File: src/rtl/sca_pkg.sv
// ----------------------------------------------------------------------------
// sca_pkg
// Shared types and constants for the slot counter assembler.
// ----------------------------------------------------------------------------
`default_nettype none

package sca_pkg;

  localparam logic [7:0]  CLASS_MASK = 8'hF0;
  localparam logic [7:0]  CLASS_90   = 8'h90;
  localparam logic [7:0]  CLASS_A0   = 8'hA0;
  localparam logic [7:0]  CLASS_B0   = 8'hB0;

  localparam logic [6:0]  SYNC_A0    = 7'h10;
  localparam logic [6:0]  SYNC_LOW   = 7'h20;
  localparam logic [6:0]  SYNC_HIGH  = 7'h40;
  localparam logic [6:0]  SYNC_ALL   = 7'h70;

  localparam logic [15:0] SPAN_MAX   = 16'hFFFF;

  // Frame class as seen by the back end; CRC-bad frames get their own kind.
  typedef enum logic [2:0] {
    KIND_BAD,
    KIND_A0,
    KIND_90,
    KIND_B0,
    KIND_OTHER
  } frame_kind_t;

  typedef struct packed {
    logic [7:0] opcode_byte;
    logic [7:0] body_first;
    logic [7:0] body_second;
    logic       crc_good;
  } in_item_t;

  typedef struct packed {
    logic        counter_complete;
    logic [31:0] slot_value;
    logic [7:0]  counter_top_byte;
    logic        phase_bit;
    logic [31:0] slot_delta;
    logic [15:0] set_span;
    logic [6:0]  sync_mask;
    logic        decrypt_request;
    logic [31:0] heard_count;
    logic [31:0] crc_good_count;
    logic [31:0] crc_bad_count;
  } out_item_t;

  typedef struct packed {
    frame_kind_t kind;
    logic [7:0]  body_first;
    logic [7:0]  body_second;
  } q_item_t;

  // Queue head as presented to the back end.
  typedef struct packed {
    logic    valid;
    q_item_t item;
  } q_head_t;

endpackage

`default_nettype wire

File: src/rtl/slot_counter_assembler_core.sv
// A transferred frame is queued; the back end pops it and registers its result.
// Throughput: one frame per cycle; the back end retires one queue entry per cycle
// while result_stall is low. The two-entry queue absorbs result stalls until full.
// Reset (rst, synchronous, active high) clears the queue, result valid,
// the assembly stage, counter bytes, slot, delta, span and frame counters.
// ----------------------------------------------------------------------------
// slot_counter_assembler_core
// Frame counter and A0/90/90 packet counter assembler with decrypt trigger.
// ----------------------------------------------------------------------------
`default_nettype none

module slot_counter_assembler_core (
  input  logic               clk,
  input  logic               rst,
  // frame channel
  input  logic               frame_valid,
  output logic               frame_stall,
  input  sca_pkg::in_item_t  frame,
  // result channel
  output logic               result_valid,
  input  logic               result_stall,
  output sca_pkg::out_item_t result
);
  import sca_pkg::*;

  q_head_t head;
  logic    pop;

  // Front: classify by CRC and opcode class, queue the frame. Stall only
  // when both queue entries are occupied.
  sca_front u_front (
    .clk         (clk),
    .rst         (rst),
    .frame_valid (frame_valid),
    .frame_stall (frame_stall),
    .frame       (frame),
    .head        (head),
    .pop         (pop)
  );

  // Back: set assembly, slot/phase/delta, span and frame counters. Each
  // popped frame produces exactly one result transfer.
  sca_back u_back (
    .clk          (clk),
    .rst          (rst),
    .head         (head),
    .pop          (pop),
    .result_valid (result_valid),
    .result_stall (result_stall),
    .result       (result)
  );

endmodule

`default_nettype wire

File: src/rtl/sca_front.sv
// ----------------------------------------------------------------------------
// sca_front
// Accepts frames, classifies them and holds them in a two-entry queue.
// ----------------------------------------------------------------------------
`default_nettype none

module sca_front (
  input  logic              clk,
  input  logic              rst,
  input  logic              frame_valid,
  output logic              frame_stall,
  input  sca_pkg::in_item_t frame,
  output sca_pkg::q_head_t  head,
  input  logic              pop
);
  import sca_pkg::*;

  q_item_t     slots [2];
  logic        wr_ptr;
  logic        rd_ptr;
  logic [1:0]  count;
  logic [1:0]  count_next;
  logic        push;
  logic [7:0]  cls;
  q_item_t     item;

  always_comb begin
    cls              = frame.opcode_byte & CLASS_MASK;
    item.body_first  = frame.body_first;
    item.body_second = frame.body_second;
    priority if (!frame.crc_good) begin
      item.kind = KIND_BAD;
    end else if (cls == CLASS_A0) begin
      item.kind = KIND_A0;
    end else if (cls == CLASS_90) begin
      item.kind = KIND_90;
    end else if (cls == CLASS_B0) begin
      item.kind = KIND_B0;
    end else begin
      item.kind = KIND_OTHER;
    end
  end

  assign frame_stall = (count == 2'd2);
  assign push        = frame_valid && !frame_stall;

  always_comb begin
    unique case ({push, pop})
      2'b10:   count_next = count + 2'd1;
      2'b01:   count_next = count - 2'd1;
      default: count_next = count;
    endcase
  end

  always_ff @(posedge clk) begin
    if (push) begin
      slots[wr_ptr] <= item;
    end
  end

  always_ff @(posedge clk) begin
    if (rst) begin
      wr_ptr <= 1'b0;
      rd_ptr <= 1'b0;
      count  <= 2'd0;
    end else begin
      if (push) begin
        wr_ptr <= ~wr_ptr;
      end
      if (pop) begin
        rd_ptr <= ~rd_ptr;
      end
      count <= count_next;
    end
  end

  assign head.valid = (count != 2'd0);
  assign head.item  = slots[rd_ptr];

endmodule

`default_nettype wire

File: src/rtl/sca_back.sv
// ----------------------------------------------------------------------------
// sca_back
// Runs the set assembler and frame counters; one result register out.
// ----------------------------------------------------------------------------
`default_nettype none

module sca_back (
  input  logic               clk,
  input  logic               rst,
  input  sca_pkg::q_head_t   head,
  output logic               pop,
  output logic               result_valid,
  input  logic               result_stall,
  output sca_pkg::out_item_t result
);
  import sca_pkg::*;

  typedef enum logic [1:0] {
    STAGE_IDLE,
    STAGE_HAVE_A0,
    STAGE_HAVE_LOW
  } stage_t;

  stage_t      stage, stage_next;
  logic [7:0]  byte0, byte0_next;
  logic [7:0]  byte1, byte1_next;
  logic [7:0]  byte2, byte2_next;
  logic [7:0]  top_byte, top_byte_next;
  logic [31:0] slot_reg, slot_reg_next;
  logic [6:0]  progress, progress_next;
  logic        phase, phase_next;
  logic [31:0] prev_slot, prev_slot_next;
  logic        have_prev, have_prev_next;
  logic [15:0] span, span_next;
  logic [31:0] delta, delta_next;
  logic [31:0] heard, good, bad;
  logic [31:0] heard_next, good_next, bad_next;
  logic        complete, request;
  q_item_t     it;

  // Take the queue head whenever the result register is free or draining.
  assign pop = head.valid && (!result_valid || !result_stall);
  assign it  = head.item;

  always_comb begin
    stage_next     = stage;
    byte0_next     = byte0;
    byte1_next     = byte1;
    byte2_next     = byte2;
    top_byte_next  = top_byte;
    slot_reg_next  = slot_reg;
    progress_next  = progress;
    phase_next     = phase;
    prev_slot_next = prev_slot;
    have_prev_next = have_prev;
    span_next      = span;
    delta_next     = delta;
    complete       = 1'b0;
    request        = 1'b0;
    heard_next     = heard + 32'd1;
    good_next      = (it.kind != KIND_BAD) ? good + 32'd1 : good;
    bad_next       = (it.kind == KIND_BAD) ? bad + 32'd1 : bad;

    unique case (it.kind)
      KIND_A0: begin
        byte0_next    = it.body_first;
        stage_next    = STAGE_HAVE_A0;
        progress_next = SYNC_A0;
        span_next     = 16'd0;
      end
      KIND_90: begin
        if (span != SPAN_MAX) begin
          span_next = span + 16'd1;
        end
        unique case (stage)
          STAGE_HAVE_A0: begin
            byte1_next    = it.body_first;
            byte2_next    = it.body_second;
            stage_next    = STAGE_HAVE_LOW;
            progress_next = progress | SYNC_LOW;
          end
          STAGE_HAVE_LOW: begin
            top_byte_next  = it.body_second;
            stage_next     = STAGE_IDLE;
            progress_next  = progress | SYNC_HIGH;
            slot_reg_next  = {it.body_first, byte2, byte1, byte0};
            phase_next     = byte0[0];
            delta_next     = have_prev ? (slot_reg_next - prev_slot) : 32'd0;
            prev_slot_next = slot_reg_next;
            have_prev_next = 1'b1;
            complete       = 1'b1;
          end
          default: begin
            stage_next = STAGE_IDLE;
          end
        endcase
      end
      KIND_B0: begin
        request = ((progress & SYNC_ALL) == SYNC_ALL);
      end
      default: begin
      end
    endcase
  end

  always_ff @(posedge clk) begin
    if (rst) begin
      stage     <= STAGE_IDLE;
      byte0     <= 8'd0;
      byte1     <= 8'd0;
      byte2     <= 8'd0;
      top_byte  <= 8'd0;
      slot_reg  <= 32'd0;
      progress  <= 7'd0;
      phase     <= 1'b0;
      prev_slot <= 32'd0;
      have_prev <= 1'b0;
      span      <= 16'd0;
      delta     <= 32'd0;
      heard     <= 32'd0;
      good      <= 32'd0;
      bad       <= 32'd0;
      result_valid <= 1'b0;
    end else begin
      if (pop) begin
        stage     <= stage_next;
        byte0     <= byte0_next;
        byte1     <= byte1_next;
        byte2     <= byte2_next;
        top_byte  <= top_byte_next;
        slot_reg  <= slot_reg_next;
        progress  <= progress_next;
        phase     <= phase_next;
        prev_slot <= prev_slot_next;
        have_prev <= have_prev_next;
        span      <= span_next;
        delta     <= delta_next;
        heard     <= heard_next;
        good      <= good_next;
        bad       <= bad_next;
        result_valid <= 1'b1;
      end else if (!result_stall) begin
        result_valid <= 1'b0;
      end
    end
  end

  always_ff @(posedge clk) begin
    if (pop) begin
      result.counter_complete <= complete;
      result.slot_value       <= slot_reg_next;
      result.counter_top_byte <= top_byte_next;
      result.phase_bit        <= phase_next;
      result.slot_delta       <= delta_next;
      result.set_span         <= span_next;
      result.sync_mask        <= progress_next;
      result.decrypt_request  <= request;
      result.heard_count      <= heard_next;
      result.crc_good_count   <= good_next;
      result.crc_bad_count    <= bad_next;
    end
  end

endmodule

`default_nettype wire

File: config.mk
export PLATFORM = sky130hd
export DESIGN_NAME = slot_counter_assembler_core
export DESIGN_NICKNAME = d
export VERILOG_FILES = /design/src/rtl/sca_pkg.sv /design/src/rtl/slot_counter_assembler_core.sv /design/src/rtl/sca_front.sv /design/src/rtl/sca_back.sv
export SDC_FILE = /design/constraint.sdc
export NUM_CORES = 1
export LEC_CHECK = 0
export ABC_AREA = 0
export BUFFER_PORTS_ARGS = -buffer_cell sky130_fd_sc_hd__buf_4
export CAP_MARGIN = 20
export CORE_UTILIZATION = 50
export DETAILED_ROUTE_END_ITERATION = 6
export PLACE_DENSITY = 0.8
export SYNTH_ARGS = -nofsm -noshare
export SYNTH_HDL_FRONTEND = slang
export SYNTH_HIERARCHICAL = 1
export SYNTH_SLANG_ARGS = --single-unit
File: constraint.sdc
create_clock -name clk -period 18.79 [get_ports clk]
set_clock_uncertainty 0.15 [all_clocks]
set_input_delay 0.9395 -clock clk [delete_from_list [all_inputs] [get_ports clk]]
set_output_delay 0.9395 -clock clk [all_outputs]
set_load 0.02 [all_outputs]
==> results.py, run 1 <==
metrics = {
    "clock_tree": {
        "cts_hold_buf": 0,
        "cts_sinks": 489,
        "cts_tree": "built",
        "cts_buffers": 50,
        "clk_pin_slew_ns": 0.06,
        "insertion_delay_ns": 0.59,
        "cts-root-buf": "clkbuf_16",
        "htree_levels": 2,
        "clk_path_buf_depth": 3,
        "post_cts_resized": 0,
        "cts_setup_buffers": 0,
    },
    "critical_path": {
        "cpMaxStageDelayCell": "buf_4",
        "cpPeakStageDelay_ns": 0.75,
        "worstPathRequired_ns": 19.15,
        "path_max_fanout": 90,
        "reg2reg_to": "u_back/delta[31]",
        "reg2reg_slack_ns": 14.26,
        "startpoint_type": "flop",
        "path_depth": 14,
        "path_cells": "mux2_2 -> nor3b_2 -> buf_4 -> nand2_2 -> buf_4 -> inv_2 -> buf_4 -> nand2_2 -> buf_4 -> nand2_1 -> a21o_1 -> nand3_1 -> mux2i_1 -> a21oi_1",
        "reg2reg_depth": 14,
        "cp-endpoint": "u_back/delta[31]",
        "worst_ep_arrival_time_ns": 4.89,
        "crit_top_cell": "buf_4",
        "cpLargestDelayFamily": "buffers and inverters",
        "cp-end-kind": "flop",
        "crit_type": "flop to flop",
        "worst-path-buf-inv": 5,
    },
    "detailed_routing": {
        "ant_nets": 0,
        "drt-initial-drc-count": 1237,
        "wl_per_cell_um": 16.8,
        "firstDrtPassIters": 6,
        "vias_per_cell": 5.54,
        "route.vias.total": 16300,
        "routed_wl_um": 49500,
        "post-route-drc-count": 0,
    },
    "cells_and_area": {
        "top_regs": "u_back/result (194), u_front/slots (38)",
        "synthToLayoutAreaGrowth_pct": 17.5,
        "drive_gt1_share_pct": 15.2,
        "seqCellArea_um2": 12100,
        "multi_input_area_um2": 8700,
        "final_cells": 2940,
        "design.final.nets": 2429,
        "top_register": "u_back/result",
        "diodes": 0,
        "largest_register_ff_count": 194,
        "fillCellCount": 3404,
    },
    "logic_synthesis": {
        "ys.flop_type": "dfxtp_1",
        "yosys.area.top_type": "edfxtp_1",
        "yosysSeqAreaShare_pct": 56.5,
        "synth_largest_type_area_fraction_pct": 32.5,
        "synth_warnings": 6,
        "syn-cell-area_um2": 21400,
        "synth_most_common_cell": "nand2_1",
        "synth_top_cells_by_count": "nand2_1 (463), dfxtp_1 (257), edfxtp_1 (232), a21oi_1 (188), nor2_1 (177)",
        "ys_types": 71,
        "syn_nets": 2248,
        "syn_avg_cell_area_um2": 9.83,
        "ys_ff_latch": 489,
        "synth_edf_count": 232,
        "synthArstFlopShare_pct": 0,
        "synthTopCellsByArea": "edfxtp_1 (33%), dfxtp_1 (24%), nand2_1 (8.1%)",
        "syn_inst": 2179,
    },
    "global_routing": {
        "grt_pass1_vias": 15600,
        "gr-total-overflow": 0,
        "grt_antenna_before_repair": 0,
        "gr-usage-all-layers_pct": 22.4,
        "grt_max_degree": 128,
        "grt_first_pass_wirelength_um": 78900,
    },
    "power_and_ir_drop": {
        "leakagePower_nw": 9.53,
        "powerDensity_nw_per_um2": 136,
        "irDropWorstVdd_mv": 0.0942,
    },
    "floorplan": {
        "start_util_pct": 50.9,
        "fp.dieH_um": 209,
        "coreArea_um2": 42100,
        "die_x_um": 209,
        "rows": 75,
        "ios": 225,
        "die_area_um2": 43700,
    },
    "placement": {
        "hpwl_um": 33000,
        "dpl_worst_slack_ns": 14.30,
        "post-place-cells": 2846,
        "place_congestion": 0.877,
        "portBuffers": 220,
    },
    "min_path": {
        "worstHoldStart": "u_back/progress[3]",
        "hp-class": "flop to flop",
    },
    "sta": {
        "finalCritPeriodShare_pct": 24.1,
        "fin_crit_ns": 4.53,
        "max_freq_mhz": 221,
        "hold_violations": 0,
        "maxSlewViolCount": 0,
        "final.setup.worst_slack_ns": 14.26,
        "relSlewSlack_pct": 29.7,
        "rsz0062_at_grt": "no",
        "finalSetupViolations": 0,
        "setup_tns_ns": 0,
        "worst_pin_slew_ns": 1.06,
    },
    "run_status": {
        "status": "complete, no violations",
    },
    "job": {
        "cap_violations": 0,
    },
}
==> how the worst min path moves through the flow <==
stage	slack, ns	cells after the start	endpoint
2_1_floorplan	0.27	1	u_back/progress[0]
3_3_place_gp	0.29	1	u_back/progress[2]
3_5_place_dp	0.29	1	u_back/progress[3]
4_1_cts	0.30	2	u_back/delta[10]
5_1_grt	0.32	2	u_back/delta[9]
6_report	0.30	1	u_back/progress[3]
==> layer usage <==
| layer | global-route usage, % | vias up | wire length, um |
|---|---|---|---|
| li1 | - | 7887 | - |
| met1 | 28.2 | 7791 | 21000 |
| met2 | 38.7 | 522 | 24100 |
| met3 | 3.97 | 95 | 2750 |
| met4 | 8.29 | 0 | 1630 |
| met5 | 0 | - | 0 |
==> cells by family after synthesis <==
logic type,synth area share (%)
AOI/OAI and AO/OA,10.1
and+or+nand+nor,19.1
DFF,56.5
xor gates and xnor gates,7.81
muxes,1.10
buffers and inverters,2.95
adders and majority gates,2.37
==> layout by cell type, fill, tap and decap left out, types with 5 or more instances in the layout <==
cell,instances
a21o_1,13
and2_1,17
xnor2_1,100
and4_1,10
a31oi_1,11
clkbuf_16,51
ha_1,39
nand2_1,460
clkinv_1,9
nand2b_1,9
edfxtp_1,232
nand3_1,77
o21ai_0,52
o21bai_1,5
clkinvlp_4,5
xor2_1,91
a22o_1,31
inv_1,53
or3_1,36
bufinv_16,8
nor3_1,33
dfxtp_1,257
o21a_1,8
nor2b_1,6
nor2_1,176
a21oi_1,188
nand4_1,26
clkinv_2,11
nor3_2,5
buf_4,233
and3_1,23
mux2_2,20
o21ai_1,26
==> area by class of cell <==
cell class | instances | area share [%]
tap | 539 | 2.68
clock inverter | 38 | 1.63
inverter | 56 | 0.865
sequential | 489 | 48.1
multi-input combinational | 1529 | 34.5
clock buffer | 55 | 5.17
timing repair buffer | 234 | 6.99
==> where the power goes <==
group	leakage [nW]	total, W	internal [W]	switching [W]
clock network	0.832	0.00103	0.000611	0.000415
registers	4.33	0.00145	0.00137	0.0000770
logic	4.36	0.000948	0.000311	0.000637
total	9.53	0.00342	0.00229	0.00113
==> metrics by stage <==
stage | util [%] | hold WS (ns) | total power, W | cell area (um2)
final | 59.7 | 0.304 | 0.00342 | 25200
after global routing | 59.7 | 0.318 | 0.00356 | 25200
after CTS | 59.7 | 0.299 | 0.00345 | 25200
after detailed placement | 55.7 | 0.287 | 0.00242 | 23500
after global placement | 55.7 | 0.286 | 0.00240 | 23500
after floorplan | - | 0.271 | 0.00207 | 21400
==> worst register-to-register path, cell delays in order (launching register included) <==
cell and delay [ns]:
dfxtp_1 0.40, mux2_2 0.41, nor3b_2 0.17, buf_4 0.19, nand2_2 0.65, buf_4 0.55, inv_2 0.06, buf_4 0.32
nand2_2 0.13, buf_4 0.75, nand2_1 0.14, a21o_1 0.22, nand3_1 0.09, mux2i_1 0.08, a21oi_1 0.14
(Power assumes the default switching activity.)
==> run 2: changes to the inputs <==
clock period = 4.62 ns   (was 18.79 ns; I/O delays follow)
==> run 2 against run 1 <==
Critical path type unchanged. Clock power rose to 4.0 times the previous value. Non-clock buffer count up 30. Hold slack worse by 0.23 ns. Register-to-register slack worse by 13 ns. Critical path depth down 3. Setup slack worse by 13 ns. Total power rose to 4.0 times the previous value. Sequential share of layout area down 0.48 points. Highest routed layer unchanged. Via count up 0.85%. Wire length up 2.7%.
==> results.py, run 2 (synthesis results as in run 1) <==
metrics = {
    "run_status": {
        "status": "complete, no violations",
    },
    "sta": {
        "finalSetupViolations": 0,
        "maxSlewViolCount": 0,
        "max_freq_mhz": 285,
        "relSlewSlack_pct": 31.7,
        "hold_violations": 0,
        "rsz0062_at_grt": "no",
        "finalCritPeriodShare_pct": 75.9,
        "setup_tns_ns": 0,
        "worst_pin_slew_ns": 1.02,
        "fin_crit_ns": 3.51,
    },
    "critical_path": {
        "reg2reg_to": "u_back/result[144]",
        "worst_ep_arrival_time_ns": 3.69,
        "critPathLaunch": "u_back/byte0[0]",
        "path_max_fanout": 4,
        "crit_type": "flop to flop",
        "cp-end-kind": "flop",
        "worstPathRequired_ns": 4.81,
        "reg2reg_slack_ns": 1.11,
        "startpoint_type": "flop",
        "cp-endpoint": "u_back/result[144]",
        "reg2reg_from": "u_back/byte0[0]",
        "reg2reg_depth": 11,
    },
    "cells_and_area": {
        "diodes": 0,
        "design.final.nets": 2458,
        "largest_register_ff_count": 194,
        "fillCellCount": 3388,
        "final_common_cell": "nand2_1",
        "final_cell_mix": "nand2_1 (460), dfxtp_1 (257), buf_4 (235)",
        "top_register": "u_back/result",
        "seqCellArea_um2": 12100,
        "final_util_pct": 60.3,
        "drive_gt1_share_pct": 14.9,
        "top_regs": "u_back/result (194), u_front/slots (38)",
        "multi_input_area_um2": 8700,
        "fin_area_um2": 25400,
        "synthToLayoutAreaGrowth_pct": 18.7,
    },
    "detailed_routing": {
        "drt-initial-drc-count": 1172,
        "ant_nets": 0,
        "firstDrtPassIters": 6,
        "routed_wl_um": 50800,
        "wl_per_cell_um": 17.1,
        "post-route-drc-count": 0,
        "route.vias.total": 16400,
        "vias_per_cell": 5.54,
    },
    "global_routing": {
        "grt_antenna_before_repair": 0,
        "gr-usage-all-layers_pct": 22.9,
        "gr-total-overflow": 0,
        "grt_first_pass_wirelength_um": 80900,
        "grt_max_degree": 89,
        "grt_pass1_vias": 15900,
    },
    "clock_tree": {
        "cts_buffers": 49,
        "htree_levels": 2,
        "clk_path_buf_depth": 3,
        "cts_sinks": 489,
        "cts_setup_buffers": 0,
        "clk_pin_slew_ns": 0.06,
        "insertion_delay_ns": 0.59,
        "cts-root-buf": "clkbuf_16",
        "cts_tree": "built",
    },
    "floorplan": {
        "coreArea_um2": 42100,
        "rows": 75,
        "die_area_um2": 43700,
        "die_x_um": 209,
        "ios": 225,
        "fp.dieH_um": 209,
        "start_util_pct": 50.9,
    },
    "placement": {
        "portBuffers": 220,
        "place_congestion": 0.864,
        "hpwl_um": 33800,
        "dpl_cell_area_um2": 23500,
    },
    "power_and_ir_drop": {
        "leakagePower_nw": 9.63,
        "powerDensity_nw_per_um2": 544,
        "irDropWorstVdd_mv": 0.385,
    },
    "min_path": {
        "hp-class": "input pin to flop",
    },
    "job": {
        "cap_violations": 0,
    },
}
[run 2: cell count changes in the layout (fill, tap and decap cells not counted), moves of 2 or more]
cell,before,now
clkinv_2,11,5
clkbuf_1,3,13
dlygate4sd3_1,0,27
clkinv_1,9,5
bufinv_16,8,6
inv_6,4,2
buf_4,233,235
clkbuf_8,1,3
clkinv_4,1,3
[run 2: worst min path at each step]
stage	startpoint	endpoint	slack [ns]	cells past startpoint
2_1_floorplan	rst	u_front/count[1]	0.15	1
3_3_place_gp	frame[1]	u_front/slots[1][0]	0.27	1
3_5_place_dp	frame[10]	u_front/slots[1][9]	0.27	1
4_1_cts	frame[24]	u_front/slots[0][17]	0.03	3
5_1_grt	frame[24]	u_front/slots[1][17]	0.09	3
6_report	frame[24]	u_front/slots[0][17]	0.07	3
[run 2: timing repair]
| item | CTS | global route |
|---|---|---|
| endpoints found under the hold margin | 110 | 0 |
| resized for setup | 0 | 0 |
| hold buffers | 27 | 0 |
| endpoints found under the setup margin | 0 | 0 |
[run 2: worst max-delay path, cell delays in order (launching register included)]
cell,delay (ns)
dfxtp_1,0.36
inv_1,0.07
ha_1,0.22
fa_1,0.41
nor2b_1,0.17
o2111ai_1,0.18
a31oi_1,0.32
o31ai_1,0.18
o31ai_1,0.58
a31oi_1,0.21
xnor2_1,0.19
a22o_1,0.21
[run 2: per-layer routing]
metal | vias to the layer above | track usage, % | wire [um]
met5 | - | 0 | 0
met4 | 0 | 9.33 | 1720
met3 | 114 | 4.03 | 2900
met1 | 7838 | 28.5 | 21000
li1 | 7942 | - | -
met2 | 540 | 39.5 | 25200
[run 2: layout make-up]
type	instances	area share, %
clock buffers	66	5.28
clock inverters	26	1.25
well taps	539	2.65
inverters	56	0.856
flip-flops and latches	489	47.6
repair buffers	264	8.12
multi-input cells	1529	34.2
[run 2: report_power, final]
group	internal, W	switching [W]	total [W]
clock	0.00239	0.00168	0.00407
sequential	0.00556	0.000313	0.00587
combinational	0.00130	0.00260	0.00390
total	0.00925	0.00459	0.0138
[run 2: through the flow]
stage	hold slack [ns]	setup slack [ns]	cells	total power, W
finish	0.0703	1.11	2969	0.0138
global route	0.0904	0.866	2969	0.0144
CTS	0.0313	1.11	2969	0.0140
detailed placement	0.269	1.16	2850	0.00985
global placement	0.268	1.17	2849	0.00977
floorplan	0.150	0.842	2179	0.00821
